===== src/rtl/core/ledks_pkg.sv =====
package ledks_pkg;

  localparam int FRAME_BITS = 18;
  localparam int FRAME_CNT_W = $clog2(FRAME_BITS);

  localparam logic [5:0] FILL_ONES = 6'b111111;

  localparam logic [3:0] SEL_DIGIT0 = 4'h7;
  localparam logic [3:0] SEL_DIGIT1 = 4'hb;
  localparam logic [3:0] SEL_DIGIT2 = 4'hd;
  localparam logic [3:0] SEL_DIGIT3 = 4'he;
  localparam logic [3:0] SEL_ALL    = 4'hf;
  localparam logic [7:0] SEG_ALL    = 8'hff;

  localparam logic [7:0] REP_FIRST  = 8'h10;
  localparam logic [7:0] REP_LAST   = 8'haf;
  localparam logic [7:0] REP_RELOAD = 8'h90;

  localparam logic [2:0] REG_DIGIT0 = 3'd0;
  localparam logic [2:0] REG_DIGIT1 = 3'd1;
  localparam logic [2:0] REG_DIGIT2 = 3'd2;
  localparam logic [2:0] REG_DIGIT3 = 3'd3;
  localparam logic [2:0] REG_LOCK   = 3'd4;
  localparam logic [2:0] REG_MAIL   = 3'd5;
  localparam logic [2:0] REG_WIFI   = 3'd6;

  localparam logic [2:0] CODE_NONE = 3'd0;

  typedef enum logic {
    ST_IDLE,
    ST_RUN
  } scan_state_t;

  typedef struct packed {
    logic [3:0] sel;
    logic [7:0] seg;
  } frame_t;

  typedef struct packed {
    logic load;
    logic take;
  } ser_cmd_t;

  typedef struct packed {
    logic busy;
    logic full;
  } ser_stat_t;

  function automatic logic [2:0] button_code_of(input logic [2:0] line);
    logic [2:0] code;
    code = (line < 3'd6) ? line + 3'd1 : CODE_NONE;
    return code;
  endfunction

endpackage


===== src/rtl/core/ledks_ser.sv =====
module ledks_ser
  import ledks_pkg::*;
(
  input  logic      clk,
  input  logic      rst_n,
  input  ser_cmd_t  cmd,
  input  frame_t    frame_in,
  output ser_stat_t stat,
  output frame_t    frame_out
);

  logic [FRAME_BITS-1:0]  shift_r;
  logic [FRAME_BITS-1:0]  cap_r;
  logic [FRAME_CNT_W-1:0] cnt_r;
  logic                   busy_r;
  logic                   full_r;

  // pin order: select msb first, six fixed ones, segments msb first
  always_ff @(posedge clk) begin
    if (!rst_n) begin
      busy_r <= 1'b0;
      full_r <= 1'b0;
      cnt_r  <= '0;
    end else if (cmd.load) begin
      busy_r <= 1'b1;
      full_r <= 1'b0;
      cnt_r  <= FRAME_CNT_W'(FRAME_BITS - 1);
    end else if (busy_r) begin
      if (cnt_r == '0) begin
        busy_r <= 1'b0;
        full_r <= 1'b1;
      end else begin
        cnt_r <= cnt_r - 1'b1;
      end
    end else if (cmd.take) begin
      full_r <= 1'b0;
    end
  end

  always_ff @(posedge clk) begin
    if (cmd.load) begin
      shift_r <= {frame_in.sel, FILL_ONES, frame_in.seg};
    end else if (busy_r) begin
      shift_r <= {shift_r[FRAME_BITS-2:0], 1'b0};
      cap_r   <= {cap_r[FRAME_BITS-2:0], shift_r[FRAME_BITS-1]};
    end
  end

  assign stat.busy     = busy_r;
  assign stat.full     = full_r;
  assign frame_out.sel = cap_r[FRAME_BITS-1 -: 4];
  assign frame_out.seg = cap_r[7:0];

endmodule


===== src/rtl/core/led_digit_and_key_scan_controller.sv =====
// a tick's first frame passes through the 18-bit frame serializer, then the output register
// each further probe frame is serialized once the previous frame has been unloaded
// a new tick is taken only in idle, after the last frame of the tick has been unloaded;
// a digit tick is one frame, a key tick up to 1 + KEY_LINES frames, and output stalls hold the scan
// reset: rst_n synchronous active low clears scan state, registers and channels
module led_digit_and_key_scan_controller
  import ledks_pkg::*;
#(
  parameter int DIGIT_COUNT = 4,
  parameter int KEY_LINES   = 8
) (
  input  logic        clk,
  input  logic        rst_n,
  input  logic        in_tvalid,
  output logic        in_tready,
  input  logic [15:0] in_tdata,   // key_level, key_probe_levels
  output logic        out_tvalid,
  input  logic        out_tready,
  output logic [23:0] out_tdata,  // select_nibble, segment_byte, key_index, button_code
  output logic        out_tuser,  // key_event
  output logic        out_tlast,  // last_of_run
  input  logic        cfg_valid,
  output logic        cfg_ready,
  input  logic [2:0]  cfg_index,
  input  logic [7:0]  cfg_data
);

  scan_state_t state_r, state_nxt;
  logic [2:0]  slot_r, slot_nxt;
  logic        held_r, held_nxt;
  logic [7:0]  rep_r, rep_nxt;
  logic [7:0]  probe_r, probe_nxt;
  logic [2:0]  line_r, line_nxt;
  logic        m_ev_r, m_ev_nxt;
  logic [2:0]  m_idx_r, m_idx_nxt;
  logic [2:0]  m_code_r, m_code_nxt;
  logic        m_last_r, m_last_nxt;

  logic        out_valid_r, out_valid_nxt;
  frame_t      out_frame_r, out_frame_nxt;
  logic        out_ev_r, out_ev_nxt;
  logic [2:0]  out_idx_r, out_idx_nxt;
  logic [2:0]  out_code_r, out_code_nxt;
  logic        out_last_r, out_last_nxt;

  logic [7:0]  dig_r [4];
  logic        lock_r, mail_r, wifi_r;

  ser_cmd_t    ser_cmd;
  ser_stat_t   ser_stat;
  frame_t      ser_in, ser_out;

  logic        in_fire, out_fire, unload;
  logic        key_level;
  logic [7:0]  key_probes;
  logic [1:0]  pos;
  frame_t      digit_frame;
  logic [7:0]  rep_inc;
  logic        hit;

  assign cfg_ready  = 1'b1;
  assign in_tready  = (state_r == ST_IDLE);
  assign in_fire    = in_tvalid && in_tready;
  assign out_fire   = out_valid_r && out_tready;
  assign unload     = ser_stat.full && (!out_valid_r || out_fire);
  assign key_level  = in_tdata[0];
  assign key_probes = in_tdata[8:1];
  assign pos        = slot_r[1:0];
  assign rep_inc    = rep_r + 8'd1;
  assign hit        = probe_r[0];

  always_ff @(posedge clk) begin
    if (!rst_n) begin
      dig_r[0] <= '0;
      dig_r[1] <= '0;
      dig_r[2] <= '0;
      dig_r[3] <= '0;
      lock_r   <= 1'b0;
      mail_r   <= 1'b0;
      wifi_r   <= 1'b0;
    end else if (cfg_valid) begin
      unique case (cfg_index)
        REG_DIGIT0: dig_r[0] <= cfg_data;
        REG_DIGIT1: dig_r[1] <= cfg_data;
        REG_DIGIT2: dig_r[2] <= cfg_data;
        REG_DIGIT3: dig_r[3] <= cfg_data;
        REG_LOCK:   lock_r   <= cfg_data[0];
        REG_MAIL:   mail_r   <= cfg_data[0];
        REG_WIFI:   wifi_r   <= cfg_data[0];
        default: ;
      endcase
    end
  end

  always_comb begin
    digit_frame.seg = dig_r[pos];
    unique case (pos)
      2'd0: begin
        digit_frame.sel    = SEL_DIGIT0;
        digit_frame.seg[7] = lock_r;
      end
      2'd1: digit_frame.sel = SEL_DIGIT1;
      2'd2: begin
        digit_frame.sel    = SEL_DIGIT2;
        digit_frame.seg[7] = mail_r;
      end
      default: begin
        digit_frame.sel    = SEL_DIGIT3;
        digit_frame.seg[7] = wifi_r;
      end
    endcase
  end

  always_comb begin
    state_nxt     = state_r;
    slot_nxt      = slot_r;
    held_nxt      = held_r;
    rep_nxt       = rep_r;
    probe_nxt     = probe_r;
    line_nxt      = line_r;
    m_ev_nxt      = m_ev_r;
    m_idx_nxt     = m_idx_r;
    m_code_nxt    = m_code_r;
    m_last_nxt    = m_last_r;
    out_valid_nxt = out_valid_r;
    out_frame_nxt = out_frame_r;
    out_ev_nxt    = out_ev_r;
    out_idx_nxt   = out_idx_r;
    out_code_nxt  = out_code_r;
    out_last_nxt  = out_last_r;
    ser_cmd       = '0;
    ser_in        = digit_frame;

    if (out_fire) begin
      out_valid_nxt = 1'b0;
    end

    if (in_fire) begin
      state_nxt    = ST_RUN;
      ser_cmd.load = 1'b1;
      m_ev_nxt     = 1'b0;
      m_idx_nxt    = '0;
      m_code_nxt   = CODE_NONE;
      probe_nxt    = key_probes;
      line_nxt     = '0;
      if (slot_r < 3'(DIGIT_COUNT)) begin
        m_last_nxt = 1'b1;
        slot_nxt   = slot_r + 3'd1;
      end else begin
        ser_in.sel = SEL_ALL;
        ser_in.seg = SEG_ALL;
        m_last_nxt = !(key_level && !held_r);
        slot_nxt   = '0;
        priority if (key_level && held_r) begin
          priority if (rep_inc == REP_FIRST) begin
            rep_nxt = REP_RELOAD;
          end else if (rep_inc == REP_LAST) begin
            rep_nxt  = REP_RELOAD;
            held_nxt = 1'b0;
          end else begin
            rep_nxt = rep_inc;
          end
        end else if (!key_level && held_r) begin
          held_nxt = 1'b0;
          rep_nxt  = '0;
        end else begin
        end
      end
    end

    if (unload) begin
      ser_cmd.take  = 1'b1;
      out_valid_nxt = 1'b1;
      out_frame_nxt = ser_out;
      out_ev_nxt    = m_ev_r;
      out_idx_nxt   = m_idx_r;
      out_code_nxt  = m_code_r;
      out_last_nxt  = m_last_r;
      if (m_last_r) begin
        state_nxt = ST_IDLE;
      end else begin
        // next probe frame, one key line per frame
        ser_cmd.load = 1'b1;
        ser_in.sel   = SEL_ALL;
        ser_in.seg   = 8'd1 << line_r;
        m_ev_nxt     = hit;
        m_idx_nxt    = hit ? line_r : 3'd0;
        m_code_nxt   = hit ? button_code_of(line_r) : CODE_NONE;
        m_last_nxt   = hit || (line_r == 3'(KEY_LINES - 1));
        if (hit) begin
          held_nxt = 1'b1;
        end
        probe_nxt = {1'b0, probe_r[7:1]};
        line_nxt  = line_r + 3'd1;
      end
    end
  end

  always_ff @(posedge clk) begin
    if (!rst_n) begin
      state_r     <= ST_IDLE;
      slot_r      <= '0;
      held_r      <= 1'b0;
      rep_r       <= '0;
      out_valid_r <= 1'b0;
    end else begin
      state_r     <= state_nxt;
      slot_r      <= slot_nxt;
      held_r      <= held_nxt;
      rep_r       <= rep_nxt;
      out_valid_r <= out_valid_nxt;
    end
  end

  always_ff @(posedge clk) begin
    probe_r     <= probe_nxt;
    line_r      <= line_nxt;
    m_ev_r      <= m_ev_nxt;
    m_idx_r     <= m_idx_nxt;
    m_code_r    <= m_code_nxt;
    m_last_r    <= m_last_nxt;
    out_frame_r <= out_frame_nxt;
    out_ev_r    <= out_ev_nxt;
    out_idx_r   <= out_idx_nxt;
    out_code_r  <= out_code_nxt;
    out_last_r  <= out_last_nxt;
  end

  ledks_ser u_ser (
    .clk       (clk),
    .rst_n     (rst_n),
    .cmd       (ser_cmd),
    .frame_in  (ser_in),
    .stat      (ser_stat),
    .frame_out (ser_out)
  );

  assign out_tvalid = out_valid_r;
  assign out_tdata  = {6'd0, out_code_r, out_idx_r, out_frame_r.seg, out_frame_r.sel};
  assign out_tuser  = out_ev_r;
  assign out_tlast  = out_last_r;

endmodule


===== config.mk =====
export PLATFORM = sky130hd
export DESIGN_NAME = led_digit_and_key_scan_controller
export DESIGN_NICKNAME = d
export VERILOG_FILES = /design/src/rtl/core/ledks_pkg.sv /design/src/rtl/core/ledks_ser.sv /design/src/rtl/core/led_digit_and_key_scan_controller.sv
export SDC_FILE = /design/constraint.sdc
export NUM_CORES = 1
export LEC_CHECK = 0
export ABC_CLOCK_PERIOD_IN_PS = 2550
export BUFFER_PORTS_ARGS = -buffer_cell sky130_fd_sc_hd__buf_2
export CORE_UTILIZATION = 45
export DETAILED_ROUTE_END_ITERATION = 10
export GPL_TIMING_DRIVEN = 0
export PLACE_DENSITY = 0.67
export SLEW_MARGIN = 20
export SYNTH_ARGS = -nofsm -noshare
export SYNTH_HDL_FRONTEND = slang
export SYNTH_HIERARCHICAL = 1
export SYNTH_SLANG_ARGS = --single-unit
export TNS_END_PERCENT = 10

===== constraint.sdc =====
create_clock -name clk -period 2.55 [get_ports clk]
set_input_delay 0.1275 -clock clk [delete_from_list [all_inputs] [get_ports clk]]
set_output_delay 0.1275 -clock clk [all_outputs]
set_load 0.01 [all_outputs]

==> results of run 1 <==
layer usage:
layer  share of wire (%)  track usage (%)  vias to the layer above
li1                    -                -                     1914
met1                  44             20.2                     1842
met2                  50             30.4                       90
met3                 3.6             5.69                       22
met4                 2.0             9.00                        0
met5                   0                0                        -
worst paths after layout:
kind | end | slack [ns] | cells after the start
worst max register to register | u_ser/shift_r[3] | 0.18 | 7
worst max-delay path | u_ser/shift_r[3] | 0.18 | 7
worst min-delay path | dig_r[2][7] | 0.02 | 2
worst min register to register | u_ser/cap_r[12] | 0.42 | 0
power groups by stage:
stage	Combinational, mW	Clock, mW	Sequential [mW]
6_report	0.397	2.56	2.49
5_1_grt	0.442	2.69	2.50
4_1_cts	0.392	2.62	2.49
3_5_place_dp	0.377	0	2.53
3_3_place_gp	0.362	0	2.52
2_1_floorplan	0.263	0	2.51
through the flow:
| stage | area [um2] | TNS (ns) |
|---|---|---|
| final | 7000 | 0 |
| after global placement | 6240 | -10.44 |
| after detailed placement | 6260 | -3.38 |
| after floorplan | 5800 | 0 |
| after CTS | 6990 | 0 |
| after global routing | 7000 | -0.103 |
state kept, by name, indices dropped and copies added, names as in the netlist, 3 cells and up, named ones only:
name,flops
dig_r,32
u_ser/cap_r,18
u_ser/shift_r,18
out_tdata,12
probe_r,8
rep_r,8
u_ser/cnt_r,5
line_r,3
m_code_r,3
m_idx_r,3
out_code_r,3
out_idx_r,3
slot_r,3
final cells by class:
| type | count | area (um2) |
|---|---|---|
| fill | 1037 | 5570 |
| timing repair inverter | 1 | 5.00 |
| tap | 172 | 215 |
| inverter | 16 | 65.1 |
| clock buffer | 17 | 425 |
| timing repair buffer | 54 | 315 |
| sequential | 133 | 3480 |
| clock inverter | 15 | 204 |
| multi-input combinational | 317 | 2060 |
| buffer | 37 | 230 |
worst max-delay path, delay by kind of cell, from the launching register on:
family	cells	cell delay, ns
AND/OR/NAND/NOR	4	0.95
flip-flops	1	0.36
buffers and inverters	3	0.73
what timing repair did:
| action | 4_1_cts | 5_1_grt |
|---|---|---|
| resized for setup | 4 | 4 |
| endpoints found under the setup margin | 15 | 51 |
| hold buffers | 9 | 0 |
| pin swaps | 0 | 1 |
| hold endpoints to repair | 9 | 0 |
| gates cloned | 0 | 2 |
==> impl_metrics.tcl, run 1 <==
set metrics [dict create \
    status "finished, final reports clean" \
    clk_pin_slew_worst_paths_ns 0.06 \
    switchingPower_mw 1.20 \
    num_antenna_cells 0 \
    holdCritStartpoint "cfg_data[7]" \
    drt_iter0_drc 241 \
    overflow 0 \
    cts.path.max_buffers 2 \
    dpl.cell_count 720 \
    fp.dieH_um 115 \
    io_pins 61 \
    place_ws_ns -0.282 \
    cts_root_buffer "clkbuf_16" \
    critical_path.max_stage_delay_ns 0.36 \
    setup_ws_ns 0.176 \
    crit_start "u_ser/full_r" \
    power_frac_clock_pct 47.0 \
    port_buffers 45 \
    wirelength_um 11000 \
    cts_max_level 4 \
    swShare_pct 22.0 \
    synthCells 498 \
    drv_cap 0 \
    finalPower_mw 5.44 \
    grt_pass1_wl_um 17700 \
    antenna_found_initial 0 \
    cp.required_ns 2.64 \
    post-cts-setup-buffers 0 \
    dp_hpwl_um 7250 \
    drt_pass1_iterations 5 \
    cp_slowest_cell "dfxtp_1" \
    cp.arrival_ns 2.46 \
    grt_max_degree 28 \
    wl_per_cell_um 14.4 \
    netlist_area_mm2 0.00578 \
    p_per_area_mw_per_mm2 777 \
    postRouteAntennaNets 0 \
    core_mm2 0.0126 \
    drive_above_1_share_pct 21.9 \
    final_common_cell "edfxtp_1" \
    cts_tree "yes" \
    finalNetCount 624 \
    cpMostUsedCell "nor2_2" \
    cts-buffers-inserted 17 \
    area_growth_pct 21.2 \
    clock-skew-final_ns 0.00909 \
    num_vias 3868 \
    fp.dieArea_mm2 0.0133 \
    p_leak_nw 2.64 \
    rsz0062_at_grt "true" \
    cp_cell_sequence "buf_4 -> nand2_1 -> nor2_2 -> nor2_2 -> inv_1 -> clkinv_2 -> nand2_2" \
    irDropWorstVdd_v 0.000536 \
    drc_errors 0 \
    hold_slack_ns 0.0224 \
    insertion_delay_ns 0.42 \
    max_freq_mhz 421 \
    layout.cells.non_filler 762 \
    drv_slew 0 \
    hold_viol 0 \
    worst_pin_slew_ns 0.878 \
    avgSynthCellArea_um2 11.6 \
    power_frac_seq_pct 45.7 \
    num_rows 41 \
    chipWidth_um 115 \
    vias_per_cell 5.08 \
    r2r-start "u_ser/full_r" \
    cp-start-kind "flop" \
    gp_congestion 0.842 \
    mostFrequentLayoutCells "edfxtp_1 (82), nand2_1 (64), dfxtp_1 (51), buf_2 (48), and2_1 (35)" \
    crit_fanout 12 \
    final_util_pct 55.7 \
    cts_sinks 133 \
    worst_setup_path_end_kind "flop" \
    start_util_pct 46.0 \
    min_path_type "in -> reg" \
    yosys_warnings 6 \
    period_share_pct 93.1 \
    period_needed_ns 2.37 \
    grt_pass1_vias 3720 \
    relSlewSlack_pct 41.1 \
    power.internal_mw 4.24 \
    combinationalPowerShare_pct 7.3 \
    grt_usage_pct 17.9 \
    path_class "reg -> reg" \
    finalSetupViolCount 0 \
]
Note: power is estimated with default switching activity, not from simulation.
==> inputs of run 2 (changes only) <==
--- a/config.mk
+++ b/config.mk
@@ -11,6 +11,7 @@
 export DETAILED_ROUTE_END_ITERATION = 10
 export GPL_TIMING_DRIVEN = 0
 export PLACE_DENSITY = 0.67
+export SETUP_SLACK_MARGIN = 0.4
 export SLEW_MARGIN = 20
 export SYNTH_ARGS = -nofsm -noshare
 export SYNTH_HDL_FRONTEND = slang
==> impl_metrics.tcl, run 2 (same netlist as run 1, synthesis figures left out) <==
set metrics [dict create \
    num_rows 41 \
    cp.arrival_ns 2.21 \
    p_leak_nw 2.65 \
    hold_viol 0 \
    irDropWorstVdd_v 0.000469 \
    setup_tns_ns 0 \
    drv_cap 0 \
    reg2reg_depth 7 \
    status "finished, final reports clean" \
    drc_errors 0 \
    fp.dieH_um 115 \
    place_ws_ns -0.310 \
    dpl.cell_count 720 \
    core_mm2 0.0126 \
    gp_congestion 0.856 \
    cts-buffers-inserted 17 \
    grt_usage_pct 17.5 \
    largest_register "dig_r" \
    mostFrequentLayoutCells "edfxtp_1 (82), nand2_1 (63), dfxtp_1 (51), buf_2 (47), and2_1 (35)" \
    worst_setup_path_end_kind "flop" \
    min_path_type "in -> reg" \
    clk_pin_slew_worst_paths_ns 0.06 \
    hold_slack_ns 0.0207 \
    drt_iter0_drc 282 \
    overflow 0 \
    max_freq_mhz 488 \
    drive_above_1_share_pct 22.6 \
    crit_fanout 8 \
    r2r_end "u_ser/shift_r[7]" \
    finalInstanceArea_mm2 0.00703 \
    relSlewSlack_pct 39.3 \
    cp-start-kind "flop" \
    finalPower_mw 5.33 \
    wirelength_um 10800 \
    clock-skew-final_ns 0.00501 \
    num_vias 3829 \
    wl_per_cell_um 14.1 \
    area_growth_pct 21.6 \
    grt_pass1_wl_um 17300 \
    reg_top3 "dig_r: 32 flops, u_ser/cap_r: 18 flops, u_ser/shift_r: 18 flops" \
    io_pins 61 \
    p_per_area_mw_per_mm2 758 \
    cts_root_buffer "clkbuf_16" \
    cts.path.max_buffers 2 \
    ff2ff_setup_slack_ns 0.50 \
    cts_tree "yes" \
    cp.required_ns 2.72 \
    cts_sinks 133 \
    rsz0062_at_grt "true" \
    cts_max_level 4 \
    setup_ws_ns 0.503 \
    vias_per_cell 5.01 \
    finalNetCount 627 \
    antenna_found_initial 0 \
    final_common_cell "edfxtp_1" \
    postRouteAntennaNets 0 \
    worstSetupEndpoint "u_ser/shift_r[7]" \
    chipWidth_um 115 \
    dpl_cell_area_mm2 0.00626 \
    num_antenna_cells 0 \
    port_buffers 45 \
    dp_hpwl_um 7130 \
    grt_pass1_vias 3581 \
    path_class "reg -> reg" \
    layout.cells.non_filler 765 \
    worst_pin_slew_ns 0.897 \
    period_needed_ns 2.05 \
    start_util_pct 46.0 \
    final_util_pct 55.9 \
    period_share_pct 80.3 \
    drt_pass1_iterations 4 \
    fp.dieArea_mm2 0.0133 \
    grt_max_degree 17 \
    finalSetupViolCount 0 \
    insertion_delay_ns 0.41 \
    largest_register_ffs 32 \
    drv_slew 0 \
]
## run 2: cell types whose count changed in the layout (fill, tap and decap cells not counted), moves of 2 or more
cell        change
clkbuf_2        +3
buf_4           +2
clkinv_4        -2
clkinvlp_4      +2
inv_6           -2
nor2_2          -2
nor2_4          +2
## run 2: worst min path at each step
stage	endpoint	slack, ns	depth (start not counted)	start
after detailed placement	probe_r[7]	0.39	3	in_tdata[8]
after global routing	dig_r[0][7]	0.02	2	cfg_data[7]
final	dig_r[3][6]	0.02	2	cfg_data[6]
after global placement	probe_r[2]	0.39	3	in_tdata[3]
after floorplan	u_ser/busy_r	0.25	1	rst_n
after CTS	out_tvalid	0.008	3	out_tready
## run 2: final cells by class
type	instances	area, um2
plain buffers	38	244
clock buffers	19	443
clock inverters	13	158
fillers	1061	5540
inverters	16	65.1
multi-input cells	317	2080
flip-flops and latches	133	3480
well taps	172	215
repair buffers	56	340
repair inverters	1	5.00
## run 2: critical path: stages (launching register included)
cell and delay [ns]:
dfxtp_1 0.33, buf_6 0.17, mux4_2 0.53, a222oi_1 0.23
inv_1 0.06, mux2i_1 0.15, a21oi_1 0.10, a22o_1 0.24
## run 2: repair_timing
| action | CTS | global route |
|---|---|---|
| buffers inserted | 1 | 2 |
| hold buffers | 8 | 0 |
| setup endpoints to repair | 64 | 44 |
| pin swaps | 1 | 2 |
| endpoints found under the hold margin | 8 | 0 |
| gates cloned | 2 | 0 |
| gates resized for setup | 10 | 10 |
## run 2: metal layers
| layer | GRT usage, % | share of wire [%] | vias to the layer above |
|---|---|---|---|
| met5 | 0 | 0 | - |
| met2 | 29.1 | 50 | 72 |
| li1 | - | - | 1909 |
| met1 | 21.7 | 45 | 1840 |
| met3 | 5.38 | 3.3 | 8 |
| met4 | 6.15 | 1.2 | 0 |
## run 2: power by group
part | switching, mW | leakage, nW | internal, mW
Clock | 0.881 | 0.276 | 1.55
Sequential | 0.0586 | 1.19 | 2.43
Combinational | 0.224 | 1.18 | 0.183
==> inputs of run 3 (changes only) <==
--- a/config.mk
+++ b/config.mk
@@ -5,7 +5,8 @@
 export SDC_FILE = /design/constraint.sdc
 export NUM_CORES = 1
 export LEC_CHECK = 0
-export ABC_CLOCK_PERIOD_IN_PS = 2550
+export ABC_AREA = 1
+export ABC_CLOCK_PERIOD_IN_PS = 1800
 export BUFFER_PORTS_ARGS = -buffer_cell sky130_fd_sc_hd__buf_2
 export CORE_UTILIZATION = 45
 export DETAILED_ROUTE_END_ITERATION = 10
==> constraint.sdc (replaced) <==
create_clock -name clk -period 1.8 [get_ports clk]
set_input_delay 0.09 -clock clk [delete_from_list [all_inputs] [get_ports clk]]
set_output_delay 0.09 -clock clk [all_outputs]
set_load 0.01 [all_outputs]
==> impl_metrics.tcl, run 3 <==
set metrics [dict create \
    status "finished, final reports clean" \
    r2r_end "u_ser/shift_r[4]" \
    hold_viol 0 \
    grt_pass1_vias 4061 \
    r2r-start "u_ser/full_r" \
    grt_usage_pct 19.4 \
    drv_slew 0 \
    yosys_warnings 6 \
    insertion_delay_ns 0.42 \
    largest_register "dig_r" \
    worst_setup_path_end_kind "flop" \
    finalPower_mw 7.72 \
    cts_max_level 4 \
    worstSetupEndpoint "u_ser/shift_r[4]" \
    grt_max_degree 17 \
    area_growth_pct 29.7 \
    relSlewSlack_pct 54.4 \
    dp_hpwl_um 7610 \
    rsz0062_at_grt "true" \
    io_pins 61 \
    core_mm2 0.0122 \
    wirelength_um 11800 \
    drt_iter0_drc 306 \
    finalNetCount 715 \
    layout.cells.non_filler 849 \
    cts_sinks 133 \
    netlist_area_mm2 0.00575 \
    largest_register_ffs 32 \
    finalInstanceArea_mm2 0.00746 \
    reg2reg_depth 10 \
    vias_per_cell 5.04 \
    drc_errors 0 \
    setup_ws_ns 0.167 \
    worst_pin_slew_ns 0.684 \
    drive_above_1_share_pct 28.6 \
    ff2ff_setup_slack_ns 0.17 \
    clock-skew-final_ns 0.00692 \
    cp-start-kind "flop" \
    regArea_mm2 0.00351 \
    num_antenna_cells 0 \
    n_fill_cell 1000 \
    wl_per_cell_um 13.9 \
    avgSynthCellArea_um2 10.2 \
    reg_top3 "dig_r: 32 flops, u_ser/cap_r: 18 flops, u_ser/shift_r: 18 flops" \
    cts_tree "yes" \
    postRouteAntennaNets 0 \
    place_ws_ns -0.554 \
    final_util_pct 61.1 \
    crit_fanout 7 \
    path_depth 10 \
    finalSetupViolCount 0 \
    p_per_area_mw_per_mm2 1040 \
    fp.dieH_um 115 \
    p_leak_nw 3.16 \
    drv_cap 0 \
    start_util_pct 47.1 \
    clk_pin_slew_worst_paths_ns 0.05 \
    overflow 0 \
    critical_path.top_delay_family "compound AO/OA/AOI/OAI gates" \
    period_share_pct 90.7 \
    cp_slowest_cell "dfxtp_2" \
    gp_congestion 0.822 \
    irDropWorstVdd_v 0.000798 \
    antenna_found_initial 0 \
    dpl_cell_area_mm2 0.00625 \
    port_buffers 46 \
    critical_path.max_stage_delay_ns 0.33 \
    num_vias 4282 \
    cp.arrival_ns 1.80 \
    path_class "reg -> reg" \
    worst-path-buf-inv 5 \
    cp_cell_sequence "buf_6 -> inv_4 -> a21oi_4 -> nand2_4 -> nand2_8 -> inv_6 -> nand2_4 -> inv_6 -> buf_12 -> a22o_1" \
    cts-buffers-inserted 17 \
    min_path_type "in -> reg" \
    cts.path.max_buffers 2 \
    chipWidth_um 115 \
    max_freq_mhz 612 \
    dpl.cell_count 785 \
    drt_pass1_iterations 5 \
    grt_pass1_wl_um 19200 \
    period_needed_ns 1.63 \
    multi_input_area_mm2 0.00203 \
    mostFrequentLayoutCells "nand2_1 (82), edfxtp_1 (82), nor2_1 (72), inv_1 (52), buf_2 (49)" \
    num_rows 40 \
    crit_start "u_ser/full_r" \
    cp.required_ns 1.96 \
    synthCells 566 \
    fp.dieArea_mm2 0.0132 \
    cts_root_buffer "clkbuf_16" \
]
run 3: stage by stage:
| stage | hold slack (ns) | TNS, ns |
|---|---|---|
| finish | 0.0264 | 0 |
| global route | 0.0351 | 0 |
| CTS | -0.0669 | 0 |
| detailed placement | 0.363 | -17.15 |
| global placement | 0.362 | -12.98 |
| floorplan | 0.231 | -0.680 |
run 3: how the worst min path moves through the flow:
stage / to / cells past startpoint / startpoint / slack, ns
final: dig_r[1][2] / 3 / cfg_data[2] / 0.03
after detailed placement: state_r / 3 / in_tvalid / 0.36
after global routing: dig_r[2][4] / 3 / cfg_data[4] / 0.04
after floorplan: wifi_r / 2 / rst_n / 0.23
after CTS: state_r / 3 / in_tvalid / -0.07
after global placement: state_r / 3 / in_tvalid / 0.36
run 3: where the power goes:
group | internal (mW) | switching (mW)
clock network | 2.32 | 1.25
registers | 3.43 | 0.0835
logic | 0.269 | 0.368
run 3: tightest hold or removal path, cell delays in order:
cell	delay, ns
buf_2	0.08
inv_1	0.07
nor2_1	0.10
run 3: layout make-up:
cell class / count / area share [%]
clock inverters: 9 / 1.49
well taps: 168 / 2.82
flip-flops and latches: 133 / 47.0
repair buffers: 77 / 7.16
clock buffers: 23 / 6.98
multi-input cells: 343 / 27.2
inverters: 62 / 3.47
plain buffers: 34 / 3.88
run 3: timing repair:
item / in CTS / in global routing
endpoints found under the hold margin: 12 / 1
resized for setup: 40 / 32
hold buffers: 11 / 1
setup endpoints to repair: 107 / 93
pin swaps: 9 / 19
gates cloned: 2 / 0
buffers inserted: 14 / 4
run 3: per-layer routing:
layer / vias up / GRT usage [%] / part of all wire (%)
met5: - / 0 / 0
met4: 0 / 9.87 / 2.3
met3: 28 / 5.64 / 5.7
met2: 135 / 30.5 / 47
met1: 2002 / 24.6 / 45
li1: 2117 / - / -
